## config.mk

```make
export PLATFORM = sky130hd
export DESIGN_NAME = mcnms_ctrl
export DESIGN_NICKNAME = d
export VERILOG_FILES = /design/src/rtl/mcnms_pkg.sv /design/src/rtl/mcnms_ctrl.sv
export SDC_FILE = /design/constraint.sdc
export NUM_CORES = 1
export LEC_CHECK = 0
export BUFFER_PORTS_ARGS = -buffer_cell sky130_fd_sc_hd__buf_2
export CAP_MARGIN = 20
export CORE_ASPECT_RATIO = 0.6
export CORE_MARGIN = 5
export CORE_UTILIZATION = 40
export CTS_CLUSTER_DIAMETER = 200
export DETAILED_ROUTE_END_ITERATION = 12
export GPL_TIMING_DRIVEN = 0
export HOLD_SLACK_MARGIN = 0.06
export PLACE_DENSITY = 0.62
export SLEW_MARGIN = 5
export SYNTH_ARGS = -nofsm -noshare
export SYNTH_HDL_FRONTEND = slang
export SYNTH_SLANG_ARGS = --single-unit
```

## constraint.sdc

```tcl
create_clock -name clk -period 1.8 [get_ports clk]
set_input_delay 0.09 -clock clk [delete_from_list [all_inputs] [get_ports clk]]
set_output_delay 0.09 -clock clk [all_outputs]
set_load 0.01 [all_outputs]
```

## src/rtl/mcnms_pkg.sv

```systemverilog
package mcnms_pkg;

    localparam int COORD_W = 16;
    localparam int SCORE_W = 16;
    localparam int CLASS_W = 7;
    localparam int DECAY_W = 17;
    localparam int KEPT_W  = 7;
    localparam int CFG_W   = 17;
    localparam int CFG_IDX_W = 2;

    localparam int PIX_ONE = 16;
    localparam logic [DECAY_W-1:0] ONE_Q16  = 17'd65536;
    localparam logic [SCORE_W-1:0] HALF_Q16 = 16'd32768;

    localparam logic [15:0]        OVERLAP_RESET = 16'd32768;
    localparam logic [DECAY_W-1:0] DECAY_RESET   = 17'd65536;
    localparam logic [KEPT_W-1:0]  MAX_KEPT_RESET = 7'd64;

    localparam logic [CFG_IDX_W-1:0] CFG_OVERLAP  = 2'd0;
    localparam logic [CFG_IDX_W-1:0] CFG_DECAY    = 2'd1;
    localparam logic [CFG_IDX_W-1:0] CFG_MAX_KEPT = 2'd2;

    typedef enum logic [4:0] {
        OP_NONE,
        OP_LOAD,
        OP_INIT,
        OP_SCAN_START,
        OP_SCAN,
        OP_SCAN_TAIL,
        OP_PICK,
        OP_CAND,
        OP_KRD,
        OP_KIDX,
        OP_KDAT,
        OP_GEO,
        OP_M_INTER,
        OP_M_A1,
        OP_M_A2,
        OP_UNI,
        OP_M_LO,
        OP_M_HI,
        OP_CMP,
        OP_KEEP,
        OP_M_DECAY,
        OP_WR_THR,
        OP_EMIT_START,
        OP_EMIT_RD,
        OP_EMIT_IDX,
        OP_EMIT_LOAD,
        OP_EMPTY
    } dp_op_t;

    typedef enum logic [4:0] {
        S_LOAD,
        S_INIT,
        S_CHECK,
        S_SCAN,
        S_SCAN_END,
        S_PICK,
        S_CAND,
        S_KCHK,
        S_KRD,
        S_KIDX,
        S_KDAT,
        S_GEO,
        S_INTER,
        S_A1,
        S_A2,
        S_UNI,
        S_LO,
        S_HI,
        S_CMP,
        S_KEEP,
        S_DECAY,
        S_WRTHR,
        S_EMIT_RD,
        S_EMIT_IDX,
        S_EMIT_LOAD,
        S_EMPTY
    } ctl_state_t;

    typedef struct packed {
        dp_op_t op;
    } dp_cmd_t;

    typedef struct packed {
        logic frame_close;
        logic init_last;
        logic kept_full;
        logic box_empty;
        logic kc_zero;
        logic scan_last;
        logic found;
        logic j_end;
        logic class_match;
        logic survive;
        logic decay_ok;
        logic out_free;
        logic emit_last;
    } dp_status_t;

endpackage

```

## src/rtl/mcnms_ctrl.sv

```systemverilog
module mcnms_ctrl (
    input  logic                   clk,
    input  logic                   rst_n,
    input  mcnms_pkg::dp_status_t  stat,
    output mcnms_pkg::dp_cmd_t     cmd
);
    mcnms_pkg::ctl_state_t state_reg, state_next;

    always_ff @(posedge clk or negedge rst_n)
    begin
        if (!rst_n)
        begin
            state_reg <= mcnms_pkg::S_LOAD;
        end
        else
        begin
            state_reg <= state_next;
        end
    end

    // next state
    always_comb
    begin
        state_next = state_reg;
        unique case (state_reg)
            mcnms_pkg::S_LOAD:      if (stat.frame_close) state_next = mcnms_pkg::S_INIT;
            mcnms_pkg::S_INIT:      if (stat.init_last) state_next = mcnms_pkg::S_CHECK;
            mcnms_pkg::S_CHECK:
            begin
                if (stat.kept_full || stat.box_empty)
                    state_next = stat.kc_zero ? mcnms_pkg::S_EMPTY : mcnms_pkg::S_EMIT_RD;
                else
                    state_next = mcnms_pkg::S_SCAN;
            end
            mcnms_pkg::S_SCAN:      if (stat.scan_last) state_next = mcnms_pkg::S_SCAN_END;
            mcnms_pkg::S_SCAN_END:  state_next = mcnms_pkg::S_PICK;
            mcnms_pkg::S_PICK:
            begin
                if (stat.found)
                    state_next = mcnms_pkg::S_CAND;
                else
                    state_next = stat.kc_zero ? mcnms_pkg::S_EMPTY : mcnms_pkg::S_EMIT_RD;
            end
            mcnms_pkg::S_CAND:      state_next = mcnms_pkg::S_KCHK;
            mcnms_pkg::S_KCHK:
                state_next = stat.j_end ? mcnms_pkg::S_KEEP : mcnms_pkg::S_KRD;
            mcnms_pkg::S_KRD:       state_next = mcnms_pkg::S_KIDX;
            mcnms_pkg::S_KIDX:      state_next = mcnms_pkg::S_KDAT;
            mcnms_pkg::S_KDAT:
                state_next = stat.class_match ? mcnms_pkg::S_GEO : mcnms_pkg::S_KCHK;
            mcnms_pkg::S_GEO:       state_next = mcnms_pkg::S_INTER;
            mcnms_pkg::S_INTER:     state_next = mcnms_pkg::S_A1;
            mcnms_pkg::S_A1:        state_next = mcnms_pkg::S_A2;
            mcnms_pkg::S_A2:        state_next = mcnms_pkg::S_UNI;
            mcnms_pkg::S_UNI:       state_next = mcnms_pkg::S_LO;
            mcnms_pkg::S_LO:        state_next = mcnms_pkg::S_HI;
            mcnms_pkg::S_HI:        state_next = mcnms_pkg::S_CMP;
            mcnms_pkg::S_CMP:
                state_next = stat.survive ? mcnms_pkg::S_KCHK : mcnms_pkg::S_CHECK;
            mcnms_pkg::S_KEEP:
                state_next = stat.decay_ok ? mcnms_pkg::S_DECAY : mcnms_pkg::S_CHECK;
            mcnms_pkg::S_DECAY:     state_next = mcnms_pkg::S_WRTHR;
            mcnms_pkg::S_WRTHR:     state_next = mcnms_pkg::S_CHECK;
            mcnms_pkg::S_EMIT_RD:   if (stat.out_free) state_next = mcnms_pkg::S_EMIT_IDX;
            mcnms_pkg::S_EMIT_IDX:  state_next = mcnms_pkg::S_EMIT_LOAD;
            mcnms_pkg::S_EMIT_LOAD:
                state_next = stat.emit_last ? mcnms_pkg::S_LOAD : mcnms_pkg::S_EMIT_RD;
            mcnms_pkg::S_EMPTY:     if (stat.out_free) state_next = mcnms_pkg::S_LOAD;
            default:                state_next = mcnms_pkg::S_LOAD;
        endcase
    end

    // datapath command
    always_comb
    begin
        cmd.op = mcnms_pkg::OP_NONE;
        unique case (state_reg)
            mcnms_pkg::S_LOAD:      cmd.op = mcnms_pkg::OP_LOAD;
            mcnms_pkg::S_INIT:      cmd.op = mcnms_pkg::OP_INIT;
            mcnms_pkg::S_CHECK:
                cmd.op = (stat.kept_full || stat.box_empty) ? mcnms_pkg::OP_EMIT_START
                                                            : mcnms_pkg::OP_SCAN_START;
            mcnms_pkg::S_SCAN:      cmd.op = mcnms_pkg::OP_SCAN;
            mcnms_pkg::S_SCAN_END:  cmd.op = mcnms_pkg::OP_SCAN_TAIL;
            mcnms_pkg::S_PICK:
                cmd.op = stat.found ? mcnms_pkg::OP_PICK : mcnms_pkg::OP_EMIT_START;
            mcnms_pkg::S_CAND:      cmd.op = mcnms_pkg::OP_CAND;
            mcnms_pkg::S_KCHK:      cmd.op = mcnms_pkg::OP_NONE;
            mcnms_pkg::S_KRD:       cmd.op = mcnms_pkg::OP_KRD;
            mcnms_pkg::S_KIDX:      cmd.op = mcnms_pkg::OP_KIDX;
            mcnms_pkg::S_KDAT:      cmd.op = mcnms_pkg::OP_KDAT;
            mcnms_pkg::S_GEO:       cmd.op = mcnms_pkg::OP_GEO;
            mcnms_pkg::S_INTER:     cmd.op = mcnms_pkg::OP_M_INTER;
            mcnms_pkg::S_A1:        cmd.op = mcnms_pkg::OP_M_A1;
            mcnms_pkg::S_A2:        cmd.op = mcnms_pkg::OP_M_A2;
            mcnms_pkg::S_UNI:       cmd.op = mcnms_pkg::OP_UNI;
            mcnms_pkg::S_LO:        cmd.op = mcnms_pkg::OP_M_LO;
            mcnms_pkg::S_HI:        cmd.op = mcnms_pkg::OP_M_HI;
            mcnms_pkg::S_CMP:       cmd.op = mcnms_pkg::OP_CMP;
            mcnms_pkg::S_KEEP:      cmd.op = mcnms_pkg::OP_KEEP;
            mcnms_pkg::S_DECAY:     cmd.op = mcnms_pkg::OP_M_DECAY;
            mcnms_pkg::S_WRTHR:     cmd.op = mcnms_pkg::OP_WR_THR;
            mcnms_pkg::S_EMIT_RD:
                cmd.op = stat.out_free ? mcnms_pkg::OP_EMIT_RD : mcnms_pkg::OP_NONE;
            mcnms_pkg::S_EMIT_IDX:  cmd.op = mcnms_pkg::OP_EMIT_IDX;
            mcnms_pkg::S_EMIT_LOAD: cmd.op = mcnms_pkg::OP_EMIT_LOAD;
            mcnms_pkg::S_EMPTY:
                cmd.op = stat.out_free ? mcnms_pkg::OP_EMPTY : mcnms_pkg::OP_NONE;
            default:                cmd.op = mcnms_pkg::OP_NONE;
        endcase
    end
endmodule

```

# [Yosys cells after proc, flatten, opt, wreduce, memory -nomap -nowiden]
# Index checks and enable logic that the tools add are counted.
[totals] ram_bits=0 mem_count=0 latchBits=0 inputBits=15 output_inout_bits=5 register_bits=5 romBits=0
[op_classes] bitwise=0 order_cmp=0 n_shift=0 n_div=0 eq_ne=30 muxes=19 reduce_logical=3 n_mul=0 n_addsub=0
[ops] cell="5-bit one-hot mux with 26 select lines" count=1
[ops] cell="5-bit one-hot mux with 25 select lines" count=1
[ops] cell="5-bit 2-to-1 mux" count=14
[ops] cell="5-bit == test, second input constant" count=10
[ops] cell="5-bit by 4-bit == test with 1-bit output, second input constant" count=8
[ops] cell="5-bit by 3-bit == test with 1-bit output, second input constant" count=4
[ops] cell="5-bit by 2-bit == test with 1-bit output, second input constant" count=2
[ops] cell="2-bit inequality test, second input constant" count=5
[ops] cell="4-bit 2-to-1 mux" count=2
[ops] cell="5-bit by 1-bit == test with 1-bit output, second input constant" count=1
[ops] cell="5-bit zero test" count=1
[ops] cell="5-bit AND reduction" count=1
[ops] cell="3-bit 2-to-1 mux" count=1
[ops] cell="1-bit logical OR" count=1

# [Logic depth before layout (Yosys ltp)]
# Gate-level depths: netlist (run 1).
[logic_depth] ltp_word=3 depth_mapped=8

# [Worst setup path before layout (run 1)]
# No wires, ideal clock.
[synth_path] path_type="register to register" from="reg state_reg[0]" to="reg state_reg[1]" arrival_ns=1.586 path_slack_ns=0.090 required_time_ns=1.675 stages_incl_launch_ff=7 setup_time_ns=0.125 period_less_slack_ns=1.710 path_cell_list="dfrtp_1 > buf_6 > and3b_4 > nand3_2 > o211ai_1 > or4_1 > mux2_2"
[synth_between] elab_chain_cells=3
[synth_rtl] element="from (decl)" line_no="mcnms_ctrl.sv:7" text="mcnms_pkg::ctl_state_t state_reg, state_next;"
[synth_rtl] element="from (signal assigned)" line_no="mcnms_ctrl.sv:13" text="state_reg <= mcnms_pkg::S_LOAD;"
[synth_rtl] element="from (signal assigned)" line_no="mcnms_ctrl.sv:17" text="state_reg <= state_next;"
[synth_rtl] element="5-bit by 1-bit == test with 1-bit output (tied with other cells)" line_no="mcnms_ctrl.sv:25" text="unique case (state_reg)"
[synth_rtl] element="2-bit inequality test (no line)"
[synth_rtl] element="5-bit AND reduction (no line)"
# Several ways; a longest one is shown, not always the timed one.
# A chain may end at the register's enable or synchronous reset.

# [Worst setup path in the final report (run 1)]
# Ends and elaborated chain as after synthesis.

==> flow_summary.toml, run 1 <==
[status]
status = "finished, violations left"
violations = "setup timing"

[floorplan]
start_util = 0.409
num_rows = 14
io-pin-count = 20
die_w_um = 74.4
design.core.area_sq_um = 2430
die_y_um = 48.7
die_area_sq_um = 3620

[yosys]
seq_area_frac_synth = 0.126
syn_nets = 160
synth_top_area_cell = "dfrtp_1"
synth_area_leaders = "dfrtp_1 13%, nor2b_1 6.9%, nand2b_1 6.3%"
avgSynthCellArea_sq_um = 6.87
synth_flop_cell = "dfrtp_1"
async_flop_share = 1.00
yosysTopAreaCellShare = 0.126
synth_edf_count = 0
netlist_area_sq_um = 996
synth_seq_cells = 5
yosysUniqueCellTypes = 45
synth_warnings = 0
synth_cells = 145

[power]
p_int_mw = 1.52
powerDensity_nw_per_um2 = 1960
p_seq_frac = 0.092
combPwrFrac = 0.834
ir_drop_uv = 759
leakage_nw = 0.620
pwr-share-clk = 0.075
p_sw_frac = 0.473
switchingPower_mw = 1.36

[place]
dpl-instance-area_sq_um = 1130
dp_hpwl_mm = 2.40
port_buffers = 18
place_congestion = 0.930

[detailed_routing]
first_iter_violations = 231
drc = 0
wl_met3_um = 497
routed_wl_mm = 4.14
route.met2.wl_mm = 1.78
route.antenna.remaining_nets = 0
highest_layer = "met4"
wl_met1_mm = 1.62
vias = 1409
first_pass_iters = 6
wl_per_cell_um = 19.4
routed_via_density = 6.62

[cts]
clk_pin_slew_ps = 40
cts_tree = "yes"
tritoncts_num_sinks = 5
root_buffer = "clkbuf_8"
numCtsBuffers = 3
htreeDepth = 1
insertion_delay_ps = 230
clockBufferDepth = 2

[setup_path]
r2r_slack_ps = -90
r2r_cells = 6
critPathCaptureType = "flip-flop"
r2r_end = "state_reg[1]$_DFFE_PN0P_"
startpoint = "state_reg[0]$_DFFE_PN0P_"
crit_chain = "buf_4 -> nand2b_1 -> or3_4 -> a21oi_1 -> or4_4 -> mux2_4"
arrival_ps = 2000
slowest_stage = "or4_4"
startpoint_type = "flip-flop"
setup.worst_path.end = "state_reg[1]$_DFFE_PN0P_"
path_class = "reg2reg"
max_stage_delay_ps = 500
critical_path_required_ps = 1910
crit_fanout = 4
reg2reg_from = "state_reg[0]$_DFFE_PN0P_"

[final_layout]
fin_util = 0.605
largest_reg_flops = 5
final_area_sq_um = 1470
diodes = 0
final_common_cell = "buf_2"
num-fill-cells = 205
final_cell_mix = "19 x buf_2, 15 x nand2_1, 12 x buf_6, 12 x buf_4, 10 x o21ai_0"
area_growth_pct = 48.0
drive_above_1_share = 0.403
fin_nets = 197

[global_routing]
grt_pass1_vias = 1180
grt_pass1_wl_mm = 5.87
grt_usage = 0.209
grt-ovfl-total = 0
antenna_found_initial = 0
grt_max_degree = 11

[sta]
worst_clock_skew_ps = 4.09
hold_slack_ps = 172
finalHoldViolCount = 0
setup_viol = 4
fin_crit_ps = 1890
slew-limit-headroom = 0.739
fin_crit_sh = 1.05
grt_setup_unrepaired = "true"
tightest_slew_ps = 387
fmax_ghz = 0.530
drv_slew = 0
fin_ws_ps = -88.6

[run]
cap_violations = 0

[worst_hold_path]
hp-class = "in2reg"
[logic make-up (layout without fill, tap and decap cells)]
kind of cell,after synthesis,after routing,synth area share
buffers and inverters,16,52,0.0892
AOI/OAI and AO/OA,45,45,0.294
DFF,5,5,0.126
and+or+nand+nor,75,75,0.451
xor gates and xnor gates,2,2,0.0176
muxes,2,2,0.0226
[Yosys cell counts (2+ instances only)]
| cell type | number |
|---|---|
| a21o_1 | 2 |
| or4_1 | 2 |
| o22ai_1 | 3 |
| a21oi_1 | 10 |
| nor3b_1 | 2 |
| nand3_1 | 6 |
| mux2_2 | 2 |
| o211ai_1 | 3 |
| buf_4 | 2 |
| nor4bb_1 | 2 |
| nor2b_1 | 11 |
| o32a_1 | 2 |
| dfrtp_1 | 5 |
| or3_1 | 3 |
| buf_2 | 11 |
| nor2_1 | 6 |
| nand2_1 | 15 |
| nand2b_1 | 10 |
| nor3_1 | 5 |
| o221ai_1 | 3 |
| nand4b_1 | 2 |
| o21ai_0 | 12 |
| nand3b_1 | 4 |
[routing by layer]
metal	up-vias	track usage
li1	612	-
met1	630	0.308
met2	132	0.280
met3	35	0.0558
met4	0	0.0858
met5	-	0
[what timing repair did]
item | in CTS | in global routing
resized for setup | 35 | 23
setup buffers | 5 | 7
cloned | 0 | 1
hold buffers | 1 | 0
hold endpoints to repair | 5 | 0
pin swaps | 3 | 2
endpoints found under the setup margin | 9 | 8
[per-stage QoR]
stage	TNS [ps]	instances	power [mW]	setup slack, ps
finish	-128	213	2.88	-88.6
global placement	-350	195	1.86	-128
floorplan	0	145	1.45	89.6
CTS	-0.538	205	2.44	-0.538
detailed placement	-401	195	1.87	-179
global route	-422	213	3.02	-95.3
[worst max-delay path, delay by kind of cell, from the launching register on]
kind | cells | cell delay, ps
buf+inv | 1 | 150
compound gates | 1 | 90
mux | 1 | 290
flops | 1 | 430
simple gates | 3 | 800
[cell type report]
| class | count | area [sq um] | area share |
|---|---|---|---|
| tap | 32 | 40.0 | 0.0272 |
| buffer | 15 | 165 | 0.112 |
| multi-input combinational | 124 | 881 | 0.598 |
| inverter | 1 | 3.75 | 0.00255 |
| sequential | 5 | 130 | 0.0883 |
| clock buffer | 4 | 45.0 | 0.0306 |
| timing repair buffer | 32 | 209 | 0.142 |
[power groups by stage]
stage	clock network, mW	registers (mW)	logic (mW)
floorplan	0	0.219	1.23
global placement	0	0.237	1.62
detailed placement	0	0.236	1.63
CTS	0.216	0.233	1.99
global route	0.231	0.266	2.52
finish	0.216	0.264	2.40
[how the worst min path moves through the flow]
| stage | startpoint | end | slack (ps) | cells after the start |
|---|---|---|---|---|
| global placement | rst_n | state_reg[2]$_DFFE_PN0P_ | -100 | 1 |
| global route | stat[8] | state_reg[3]$_DFFE_PN0P_ | 180 | 2 |
| CTS | stat[8] | state_reg[3]$_DFFE_PN0P_ | 160 | 2 |
| detailed placement | rst_n | state_reg[3]$_DFFE_PN0P_ | -90 | 1 |
| floorplan | rst_n | state_reg[0]$_DFFE_PN0P_ | -210 | 0 |
| finish | stat[8] | state_reg[3]$_DFFE_PN0P_ | 170 | 2 |
No activity file was read; power rests on OpenSTA's default activity.
==> inputs of run 2 (changes only) <==
CORE_ASPECT_RATIO = unset   (was 0.6)
CORE_UTILIZATION = 49   (was 40)
PLACE_DENSITY = 0.74   (was 0.62)
==> flow_summary.toml, run 2 (synthesized netlist as in run 1, its figures left out) <==
[status]
status = "finished, violations left"
violations = "setup timing"

[cts]
numCtsBuffers = 3
insertion_delay_ps = 250
clk_pin_slew_ps = 40
tritoncts_num_sinks = 5
cts_tree = "yes"
htreeDepth = 1
root_buffer = "clkbuf_4"
clockBufferDepth = 2

[final_layout]
diodes = 0
fin_nets = 197
area_growth_pct = 41.6
final_common_cell = "buf_2"
final_cell_mix = "19 x buf_2, 15 x nand2_1, 13 x buf_4"
fin_util = 0.726
largest_reg_flops = 5
drive_above_1_share = 0.370

[setup_path]
critical_path_required_ps = 1710
crit_chain = "nand2b_1 -> or3_4 -> o22ai_4 -> nand3b_1 -> buf_2"
crit_fanout = 6
worst-path-buf-inv = 1
max_stage_delay_ps = 450
critPathCaptureType = "output pin"
arrival_ps = 1760
cp_top_family = "simple AND/OR/NAND/NOR gates"
path_class = "reg2out"
slowest_stage = "dfrtp_2"
startpoint_type = "flip-flop"

[power]
ir_drop_uv = 1050
pwr-share-clk = 0.052
leakage_nw = 0.596
combPwrFrac = 0.856
p_seq_frac = 0.092
p_sw_frac = 0.480
p_int_mw = 1.36
power_mw = 2.61
powerDensity_nw_per_um2 = 1850
switchingPower_mw = 1.25

[floorplan]
die_w_um = 55.1
design.core.area_sq_um = 1940
start_util = 0.513
num_rows = 16
io-pin-count = 20
die_y_um = 55.1
die_area_sq_um = 3030

[run]
cap_violations = 0

[detailed_routing]
first_iter_violations = 80
first_pass_iters = 5
wl_per_cell_um = 17.4
drc = 0
routed_wl_mm = 3.61
routed_via_density = 6.44
vias = 1340
route.antenna.remaining_nets = 0

[place]
post-place-ws_ps = -67.4
dp_hpwl_mm = 2.42
place_congestion = 0.970
port_buffers = 18

[sta]
slew-limit-headroom = 0.706
drv_slew = 0
finalHoldViolCount = 0
worst_clock_skew_ps = 8.30
tightest_slew_ps = 434
fmax_ghz = 0.541
fin_crit_ps = 1850
grt_setup_unrepaired = "true"
fin_crit_sh = 1.03
setup_viol = 3
fin_ws_ps = -49.9

[global_routing]
grt_pass1_wl_mm = 5.56
antenna_found_initial = 0
grt_usage = 0.251
grt_max_degree = 11
grt_pass1_vias = 1214
grt-ovfl-total = 0

[worst_hold_path]
hp-class = "in2reg"
[run 2: cell counts in the layout (fill, tap and decap cells not counted)]
Identical to the previous run, type by type.
[run 2: layer usage]
| layer | up-vias | share of wire | GRT usage |
|---|---|---|---|
| met3 | 6 | 0.084 | 0.0322 |
| li1 | 608 | - | - |
| met1 | 635 | 0.41 | 0.324 |
| met2 | 91 | 0.49 | 0.443 |
| met4 | 0 | 0.012 | 0.0567 |
| met5 | - | 0 | 0 |
[run 2: area by class of cell]
| class | count | area, sq um |
|---|---|---|
| inverter | 1 | 3.75 |
| tap | 27 | 33.8 |
| sequential | 5 | 128 |
| timing repair buffer | 32 | 198 |
| buffer | 15 | 173 |
| clock buffer | 4 | 26.3 |
| fill | 157 | 532 |
| multi-input combinational | 124 | 848 |
[run 2: repair_timing]
action / 4_1_cts / 5_1_grt
endpoints found under the hold margin: 5 / 0
pin swaps: 1 / 0
hold buffers: 1 / 0
resized for setup: 32 / 14
setup endpoints to repair: 8 / 8
setup buffers: 8 / 5
[run 2: metrics by stage]
step,hold WS (ps),TNS (ps),instances,area (sq um)
finish,139,-92.7,208,1410
global route,149,-341,208,1410
CTS,132,-21.1,203,1320
detailed placement,-90.7,-157,190,1120
global placement,-99.3,-221,190,1120
floorplan,-206,0,145,996
[run 2: final timing paths]
kind	start	to	slack, ps	cells after the start
max in group asynchronous	rst_n	state_reg[3]$_DFFE_PN0P_	1460	2
min reg2reg	state_reg[1]$_DFFE_PN0P_	state_reg[1]$_DFFE_PN0P_	930	3
min in group asynchronous	rst_n	state_reg[2]$_DFFE_PN0P_	180	2
min	stat[8]	state_reg[3]$_DFFE_PN0P_	140	2
max	state_reg[3]$_DFFE_PN0P_	cmd[4]	-50	5
max reg2reg	state_reg[0]$_DFFE_PN0P_	state_reg[1]$_DFFE_PN0P_	-40	6
[run 2: power by group through the flow]
stage	Clock (mW)	Combinational (mW)	Sequential, mW
final	0.135	2.23	0.240
after detailed placement	0	1.63	0.238
after global routing	0.142	2.39	0.248
after CTS	0.132	1.96	0.238
after global placement	0	1.61	0.236
after floorplan	0	1.23	0.219
